File: src/hw/rtl/tlas_pkg.sv
// ----------------------------------------------------------------------------
// Two-line assembly schedule package
// Shared field widths, register indexes and the payload structs of the
// station and result channels.
// ----------------------------------------------------------------------------
package tlas_pkg;

  localparam int unsigned WORK_W = 16;
  localparam int unsigned COST_W = 24;
  localparam int unsigned STATION_NUM_W = 7;
  localparam int unsigned LINE_W = 2;
  localparam int unsigned CFG_INDEX_W = 2;

  typedef enum logic [CFG_INDEX_W-1:0] {
    CFG_ENTRY_ONE = 2'd0,
    CFG_ENTRY_TWO = 2'd1,
    CFG_EXIT_ONE  = 2'd2,
    CFG_EXIT_TWO  = 2'd3
  } cfg_reg_t;

  typedef struct packed {
    logic [WORK_W-1:0] work_cost_one;
    logic [WORK_W-1:0] work_cost_two;
    logic [WORK_W-1:0] move_into_one;
    logic [WORK_W-1:0] move_into_two;
    logic              final_station;
  } station_t;

  typedef struct packed {
    logic [STATION_NUM_W-1:0] station_number;
    logic [LINE_W-1:0]        chosen_line;
    logic [COST_W-1:0]        total_cost;
    logic                     overflow_flag;
    logic                     last_result;
  } result_t;

endpackage

File: src/hw/rtl/tlas_ram.sv
// ----------------------------------------------------------------------------
// Generic simple dual-port RAM
// One write port and one read port, read data registered.
// ----------------------------------------------------------------------------
module tlas_ram #(
  parameter int unsigned WIDTH = 8,
  parameter int unsigned DEPTH = 64
) (
  input  logic                     clk,
  input  logic                     wr_en,
  input  logic [$clog2(DEPTH)-1:0] wr_addr,
  input  logic [WIDTH-1:0]         wr_data,
  input  logic [$clog2(DEPTH)-1:0] rd_addr,
  output logic [WIDTH-1:0]         rd_data
);

  logic [WIDTH-1:0] mem [DEPTH];

  always_ff @(posedge clk) begin
    if (wr_en) begin
      mem[wr_addr] <= wr_data;
    end
    rd_data <= mem[rd_addr];
  end

endmodule

File: src/hw/rtl/two_line_assembly_schedule.sv
// ----------------------------------------------------------------------------
// Two-line assembly schedule
// Dynamic programming over two assembly lines, one station per item, with a
// traceback and in-order emission of the chosen line on the final station.
//
//   Channel   Signals                              Transfer
//   station   start, busy, station                 start && !busy
//   result    result_strobe, result                result_strobe
//   config    cfg_valid, cfg_ready, cfg_index,     cfg_valid && cfg_ready
//             cfg_data
//
// A stored station has its line-one minimum formed by the shared
// add-and-compare unit in the accept cycle and its line-two minimum in
// the next. A station beyond capacity is not stored and sets the overflow
// flag. A final station is followed by an exit step, a traceback through
// the choice RAM read port, a RAM read step and one result per stored station.
// Reset is synchronous and clears the control state and the configuration.
// The receiver cannot stall; results leave at one per cycle.
// ----------------------------------------------------------------------------
module two_line_assembly_schedule #(
  parameter int unsigned MAX_STATIONS = 64
) (
  input  logic                                 clk,
  input  logic                                 rst,
  input  logic                                 start,
  output logic                                 busy,
  input  tlas_pkg::station_t                   station,
  output logic                                 result_strobe,
  output tlas_pkg::result_t                    result,
  input  logic                                 cfg_valid,
  output logic                                 cfg_ready,
  input  tlas_pkg::cfg_reg_t                   cfg_index,
  input  logic [tlas_pkg::WORK_W-1:0]          cfg_data
);

  localparam int unsigned ADDR_W = $clog2(MAX_STATIONS);
  localparam int unsigned CNT_W  = $clog2(MAX_STATIONS + 1);
  localparam int unsigned COST_W = tlas_pkg::COST_W;
  localparam int unsigned WORK_W = tlas_pkg::WORK_W;

  typedef enum logic [5:0] {
    ST_IDLE    = 6'b000001,
    ST_LINE2   = 6'b000010,
    ST_EXIT    = 6'b000100,
    ST_TRACE   = 6'b001000,
    ST_EMIT_RD = 6'b010000,
    ST_EMIT    = 6'b100000
  } state_t;

  state_t state, state_next;

  logic [WORK_W-1:0] entry_one, entry_two, exit_one, exit_two;
  logic [COST_W-1:0] best_one, best_two, hold_one, total;
  logic [WORK_W-1:0] hold_work_two, hold_move_two;
  logic              hold_final, hold_bit0, cur_line, dropped;
  logic [CNT_W-1:0]  count;
  logic [ADDR_W-1:0] trace_k, emit_j;

  logic [COST_W-1:0] base_a, base_b, sum_a, sum_b, unit_min;
  logic [WORK_W-1:0] add_common, add_a, add_b;
  logic              unit_sel_b, first, accept, room, prev_line, emit_last;

  logic              choice_wr_en, answer_wr_en, answer_wr_data, answer_rd_data;
  logic [ADDR_W-1:0] choice_wr_addr, choice_rd_addr, answer_wr_addr, answer_rd_addr;
  logic [1:0]        choice_rd_data;

  assign busy      = (state != ST_IDLE);
  assign cfg_ready = 1'b1;
  assign accept    = start && !busy;
  assign first     = (count == '0);
  assign room      = (count < CNT_W'(MAX_STATIONS));
  assign prev_line = cur_line ? choice_rd_data[1] : choice_rd_data[0];
  assign emit_last = ((CNT_W'(emit_j) + CNT_W'(1)) == count);

  // Shared add-and-compare unit; side a is the path from line one.
  always_comb begin
    base_a     = best_one;
    base_b     = best_two;
    add_common = '0;
    add_a      = '0;
    add_b      = '0;
    case (state)
      ST_IDLE: begin
        base_a     = first ? COST_W'(entry_one) : best_one;
        base_b     = first ? COST_W'(entry_one) : best_two;
        add_common = station.work_cost_one;
        add_b      = first ? '0 : station.move_into_one;
      end
      ST_LINE2: begin
        base_a     = first ? COST_W'(entry_two) : best_one;
        base_b     = first ? COST_W'(entry_two) : best_two;
        add_common = hold_work_two;
        add_a      = first ? '0 : hold_move_two;
      end
      ST_EXIT: begin
        add_a = exit_one;
        add_b = exit_two;
      end
      default: begin
      end
    endcase
    sum_a      = base_a + COST_W'(add_common) + COST_W'(add_a);
    sum_b      = base_b + COST_W'(add_common) + COST_W'(add_b);
    unit_sel_b = (sum_b < sum_a);
    unit_min   = unit_sel_b ? sum_b : sum_a;
  end

  always_comb begin
    state_next = state;
    case (state)
      ST_IDLE: begin
        if (accept) begin
          if (room) begin
            state_next = ST_LINE2;
          end else if (station.final_station) begin
            state_next = ST_EXIT;
          end
        end
      end
      ST_LINE2:   state_next = hold_final ? ST_EXIT : ST_IDLE;
      ST_EXIT:    state_next = (count == CNT_W'(1)) ? ST_EMIT_RD : ST_TRACE;
      ST_TRACE:   state_next = (trace_k == ADDR_W'(1)) ? ST_EMIT_RD : ST_TRACE;
      ST_EMIT_RD: state_next = ST_EMIT;
      ST_EMIT:    state_next = emit_last ? ST_IDLE : ST_EMIT;
      default:    state_next = ST_IDLE;
    endcase
  end

  always_comb begin
    choice_wr_en   = (state == ST_LINE2);
    choice_wr_addr = count[ADDR_W-1:0];
    choice_rd_addr = trace_k - ADDR_W'(1);
    if (state == ST_EXIT) begin
      choice_rd_addr = ADDR_W'(count - CNT_W'(1));
    end
    answer_wr_en   = (state == ST_EXIT) || (state == ST_TRACE);
    answer_wr_addr = trace_k - ADDR_W'(1);
    answer_wr_data = prev_line;
    if (state == ST_EXIT) begin
      answer_wr_addr = ADDR_W'(count - CNT_W'(1));
      answer_wr_data = unit_sel_b;
    end
    answer_rd_addr = (state == ST_EMIT) ? emit_j + ADDR_W'(1) : '0;
  end

  tlas_ram #(
    .WIDTH(2),
    .DEPTH(MAX_STATIONS)
  ) u_choice_ram (
    .clk     (clk),
    .wr_en   (choice_wr_en),
    .wr_addr (choice_wr_addr),
    .wr_data ({unit_sel_b, hold_bit0}),
    .rd_addr (choice_rd_addr),
    .rd_data (choice_rd_data)
  );

  tlas_ram #(
    .WIDTH(1),
    .DEPTH(MAX_STATIONS)
  ) u_answer_ram (
    .clk     (clk),
    .wr_en   (answer_wr_en),
    .wr_addr (answer_wr_addr),
    .wr_data (answer_wr_data),
    .rd_addr (answer_rd_addr),
    .rd_data (answer_rd_data)
  );

  always_ff @(posedge clk) begin
    if (rst) begin
      entry_one <= '0;
      entry_two <= '0;
      exit_one  <= '0;
      exit_two  <= '0;
    end else if (cfg_valid && cfg_ready) begin
      case (cfg_index)
        tlas_pkg::CFG_ENTRY_ONE: entry_one <= cfg_data;
        tlas_pkg::CFG_ENTRY_TWO: entry_two <= cfg_data;
        tlas_pkg::CFG_EXIT_ONE:  exit_one  <= cfg_data;
        tlas_pkg::CFG_EXIT_TWO:  exit_two  <= cfg_data;
        default: begin
        end
      endcase
    end
  end

  always_ff @(posedge clk) begin
    if (rst) begin
      state         <= ST_IDLE;
      best_one      <= '0;
      best_two      <= '0;
      count         <= '0;
      dropped       <= 1'b0;
      result_strobe <= 1'b0;
    end else begin
      state         <= state_next;
      result_strobe <= 1'b0;
      case (state)
        ST_IDLE: begin
          if (accept) begin
            hold_final    <= station.final_station;
            hold_work_two <= station.work_cost_two;
            hold_move_two <= station.move_into_two;
            hold_one      <= unit_min;
            hold_bit0     <= unit_sel_b;
            if (!room) begin
              dropped <= 1'b1;
            end
          end
        end
        ST_LINE2: begin
          best_one <= hold_one;
          best_two <= unit_min;
          count    <= count + CNT_W'(1);
        end
        ST_EXIT: begin
          total    <= unit_min;
          cur_line <= unit_sel_b;
          trace_k  <= ADDR_W'(count - CNT_W'(1));
        end
        ST_TRACE: begin
          cur_line <= prev_line;
          trace_k  <= trace_k - ADDR_W'(1);
        end
        ST_EMIT_RD: begin
          emit_j <= '0;
        end
        ST_EMIT: begin
          result_strobe         <= 1'b1;
          result.station_number <= tlas_pkg::STATION_NUM_W'(emit_j) +
                                   tlas_pkg::STATION_NUM_W'(1);
          result.chosen_line    <= {1'b0, answer_rd_data} + 2'd1;
          result.total_cost     <= total;
          result.overflow_flag  <= dropped;
          result.last_result    <= emit_last;
          emit_j                <= emit_j + ADDR_W'(1);
          if (emit_last) begin
            best_one <= '0;
            best_two <= '0;
            count    <= '0;
            dropped  <= 1'b0;
          end
        end
        default: begin
        end
      endcase
    end
  end

  a_strobe_from_emit: assert property (@(posedge clk) disable iff (rst)
    result_strobe |-> $past(state == ST_EMIT))
    else $error("result strobe without an emission cycle");

  a_count_bound: assert property (@(posedge clk) disable iff (rst)
    count <= CNT_W'(MAX_STATIONS))
    else $error("station count beyond capacity");

  a_stored_station_line2: assert property (@(posedge clk) disable iff (rst)
    (accept && room) |=> (state == ST_LINE2))
    else $error("stored station did not enter the line-two step");

  a_last_ends_burst: assert property (@(posedge clk) disable iff (rst)
    (result_strobe && result.last_result) |=> !result_strobe)
    else $error("result after the last result of a problem");

endmodule

File: config.mk
export PLATFORM = sky130hd
export DESIGN_NAME = two_line_assembly_schedule
export DESIGN_NICKNAME = d
export VERILOG_FILES = /design/src/hw/rtl/tlas_pkg.sv /design/src/hw/rtl/tlas_ram.sv /design/src/hw/rtl/two_line_assembly_schedule.sv
export SDC_FILE = /design/constraint.sdc
export NUM_CORES = 1
export LEC_CHECK = 0
export BUFFER_PORTS_ARGS = -buffer_cell sky130_fd_sc_hd__buf_2
export CORE_MARGIN = 4
export CORE_UTILIZATION = 50
export DETAILED_ROUTE_END_ITERATION = 8
export GPL_ROUTABILITY_DRIVEN = 0
export HOLD_SLACK_MARGIN = 0.12
export PLACE_DENSITY = 0.7
export SLEW_MARGIN = 15
export SYNTH_ARGS = -nofsm -noshare
export SYNTH_HDL_FRONTEND = slang
export SYNTH_SLANG_ARGS = --single-unit
File: constraint.sdc
create_clock -name clk -period 20.6 [get_ports clk]
set_input_delay 1.03 -clock clk [delete_from_list [all_inputs] [get_ports clk]]
set_output_delay 1.03 -clock clk [all_outputs]
set_load 0.01 [all_outputs]
==> results.sh <==
export IMPL_worst_r2r_startpoint="state[3]$_SDFFE_PP0P_"
export IMPL_synth_edf_count=322
export IMPL_hold_path_class="register to register"
export IMPL_critPathKind="register to register"
export IMPL_cts_setup_buffers=0
export IMPL_synth_area_um2=21800
export IMPL_synth_warnings=0
export IMPL_nNetsFinal=2292
export IMPL_row_count=76
export IMPL_cts_resized=0
export IMPL_num_io_pins=125
export IMPL_synthDistinctLibCells=79
export IMPL_io_buffers=123
export IMPL_power_leakage_nw=9.18
export IMPL_fillerInstances=3594
export IMPL_cp_required_ns=20.93
export IMPL_die_x_um=217
export IMPL_rsz0062_at_grt="false"
export IMPL_worst_slew_pin_slew_ns=1.11
export IMPL_min_path_cells=0
export IMPL_wirelength_mm=57.6
export IMPL_die_y_um=217
export IMPL_first_pass_iters=6
export IMPL_maxCapViolCount=0
export IMPL_r2r_cells=29
export IMPL_reg2reg_slack_ns=11.12
export IMPL_drt_iter0_markers=1935
export IMPL_ys_seq_elements=452
export IMPL_clk_pin_slew_ns=0.06
export IMPL_ctsHoldBuffers=0
export IMPL_wire_per_inst_um=21.1
export IMPL_cts_sinks=452
export IMPL_vdd_drop_max_v=0.000159
export IMPL_vias=16300
export IMPL_antenna_found_initial=0
export IMPL_netlist_instances=2018
export IMPL_dp_final_hpwl_mm=39.4
export IMPL_reg2reg_to="u_answer_ram.mem[57]$_DFFE_PP_"
export IMPL_start_util=0.505
export IMPL_vias_per_cell=5.96
export IMPL_clockBufferDepth=3
export IMPL_status="finished, final reports clean"
export IMPL_yosys_most_used_dff="edfxtp_1"
export IMPL_layout_commonest_cell="edfxtp_1"
export IMPL_root_buffer="clkbuf_16"
export IMPL_post_dp_cell_area_um2=22900
export IMPL_grt_max_degree=89
export IMPL_hold_violations=0
export IMPL_die_area_um2=46900
export IMPL_cts_buffers=47
export IMPL_holdCritStartpoint="total[20]$_DFFE_PP_"
export IMPL_areaGrowthSynthToFinish_pct=12.6
export IMPL_final_cell_mix="322 x edfxtp_1, 274 x nand2_1, 215 x nor2_1"
export IMPL_yosysSeqAreaShare=0.564
export IMPL_cp_max_fo=80
export IMPL_syn_nets=2201
export IMPL_cts_tree="done"
export IMPL_grt_pass1_wl_mm=89.4
export IMPL_drive_gt1_frac=0.128
export IMPL_fin_skew_ns=0.0223
export IMPL_syn_avg_cell_area_um2=10.8
export IMPL_whs_endpoint="result[22]$_DFFE_PP_"
export IMPL_fmax_ghz=0.105
export IMPL_clock_latency_ns=0.60
export IMPL_grt_overflow=0
export IMPL_crit_path_start_kind="register"
export IMPL_core_um2=43100
export IMPL_cp_common_cell="nor2_1"
export IMPL_grt_pass1_vias=15900
export IMPL_drv_slew=0
export IMPL_slowest_delay_ns=1.02
export IMPL_grtUsageTotal=0.241
export IMPL_slowest_stage="nor2_1"
export IMPL_report_final_setup_viol=0
export IMPL_async_reset_ff_frac=0
export IMPL_setup_tns_ns=0
export IMPL_htreeDepth=2
export IMPL_fin_area_um2=24500
export IMPL_powerDensity_nw_per_um2=106
export IMPL_min_period_over_period=0.460
export IMPL_crit_arrival_ns=9.81
export IMPL_timing_slew_headroom=0.259
export IMPL_drc=0
export IMPL_period_needed_ns=9.48
export IMPL_endpoint_kind="register"
export IMPL_final_antenna_net_count=0
==> logic make-up (layout without fill, tap and decap cells) <==
logic type	Yosys count	after routing	synth area share
AOI/OAI and AO/OA	474	474	0.145
xor gates and xnor gates	61	61	0.0255
adders and majority gates	96	96	0.0669
buffers and inverters	214	343	0.0392
DFF	452	452	0.564
muxes	38	38	0.0208
other	1	2	0.000172
and+or+nand+nor	682	682	0.138
==> registers in the layout, indices dropped and copies added, names as in the netlist, 2 cells and up <==
name / cells
emit_j: 6
hold_one: 24
entry_two: 16
exit_two: 16
best_two: 24
hold_work_two: 16
state: 6
exit_one: 16
u_choice_ram.rd_data: 2
best_one: 24
entry_one: 16
u_answer_ram.mem: 64
trace_k: 6
hold_move_two: 16
count: 7
result: 35
total: 24
u_choice_ram.mem: 128
==> cells in the mapped netlist (27+ instances only) <==
cell,n,area share
o21ai_0,67,0.015
a21oi_1,139,0.032
o22ai_1,27,0.0078
nand2_1,274,0.047
inv_1,106,0.018
xnor2_1,34,0.014
edfxtp_1,322,0.44
a22oi_1,89,0.031
nor2_1,221,0.038
nand3_1,47,0.011
fa_1,34,0.031
dfxtp_1,130,0.12
ha_1,62,0.036
clkbuf_1,75,0.013
==> layout make-up <==
type | instances | area, um2 | area share
clock inverter | 17 | 149 | 0.00608
inverter | 109 | 409 | 0.0167
tap | 585 | 732 | 0.0299
clock buffer | 70 | 1400 | 0.0569
multi-input combinational | 1352 | 8730 | 0.356
timing repair buffer | 147 | 818 | 0.0334
antenna | 1 | 2.50 | 0.000102
sequential | 452 | 12300 | 0.501
==> worst max-delay path: cells and delay by family, from the launching register on <==
kind / cells / cell delay, ns
xor+xnor: 1 / 0.23
simple gates: 13 / 3.98
flops: 1 / 0.35
buf+inv: 5 / 1.27
fa+ha+maj: 4 / 1.50
compound gates: 6 / 1.81
==> routing by layer <==
metal | part of all wire | GRT usage | up-vias
met1 | 0.44 | 0.356 | 7947
met2 | 0.44 | 0.363 | 756
met5 | 0 | 0 | -
li1 | - | - | 7477
met4 | 0.030 | 0.0755 | 0
met3 | 0.091 | 0.0470 | 116
==> worst max-delay path by stage <==
stage                                     start  slack (ns)                        endpoint
after detailed placement  state[3]$_SDFFE_PP0P_       11.01  u_answer_ram.mem[56]$_DFFE_PP_
after floorplan           count[3]$_SDFFE_PP0P_       10.35   u_answer_ram.mem[0]$_DFFE_PP_
after CTS                 state[3]$_SDFFE_PP0P_       10.93  u_answer_ram.mem[57]$_DFFE_PP_
after global routing      state[4]$_SDFFE_PP0P_       10.50  u_answer_ram.mem[49]$_DFFE_PP_
final                     state[3]$_SDFFE_PP0P_       11.12  u_answer_ram.mem[57]$_DFFE_PP_
after global placement    state[3]$_SDFFE_PP0P_       11.39  u_answer_ram.mem[42]$_DFFE_PP_
==> per-stage QoR <==
step           hold WS, ns  worst slack [ns]   util  cells  total power, mW
6_report             0.419             11.12  0.569   2733             2.60
5_1_grt              0.422             10.50  0.569   2732             2.73
4_1_cts              0.420             10.93  0.568   2731             2.61
3_5_place_dp         0.405             11.01  0.532   2644             1.76
3_3_place_gp         0.403             11.39  0.532   2644             1.75
2_1_floorplan        0.400             10.35      -   2018             1.56
==> power breakdown <==
part / internal (mW) / switching (mW)
Clock: 0.485 / 0.361
Sequential: 1.11 / 0.0125
Combinational: 0.194 / 0.440
Note: power is estimated with default switching activity, not from simulation.
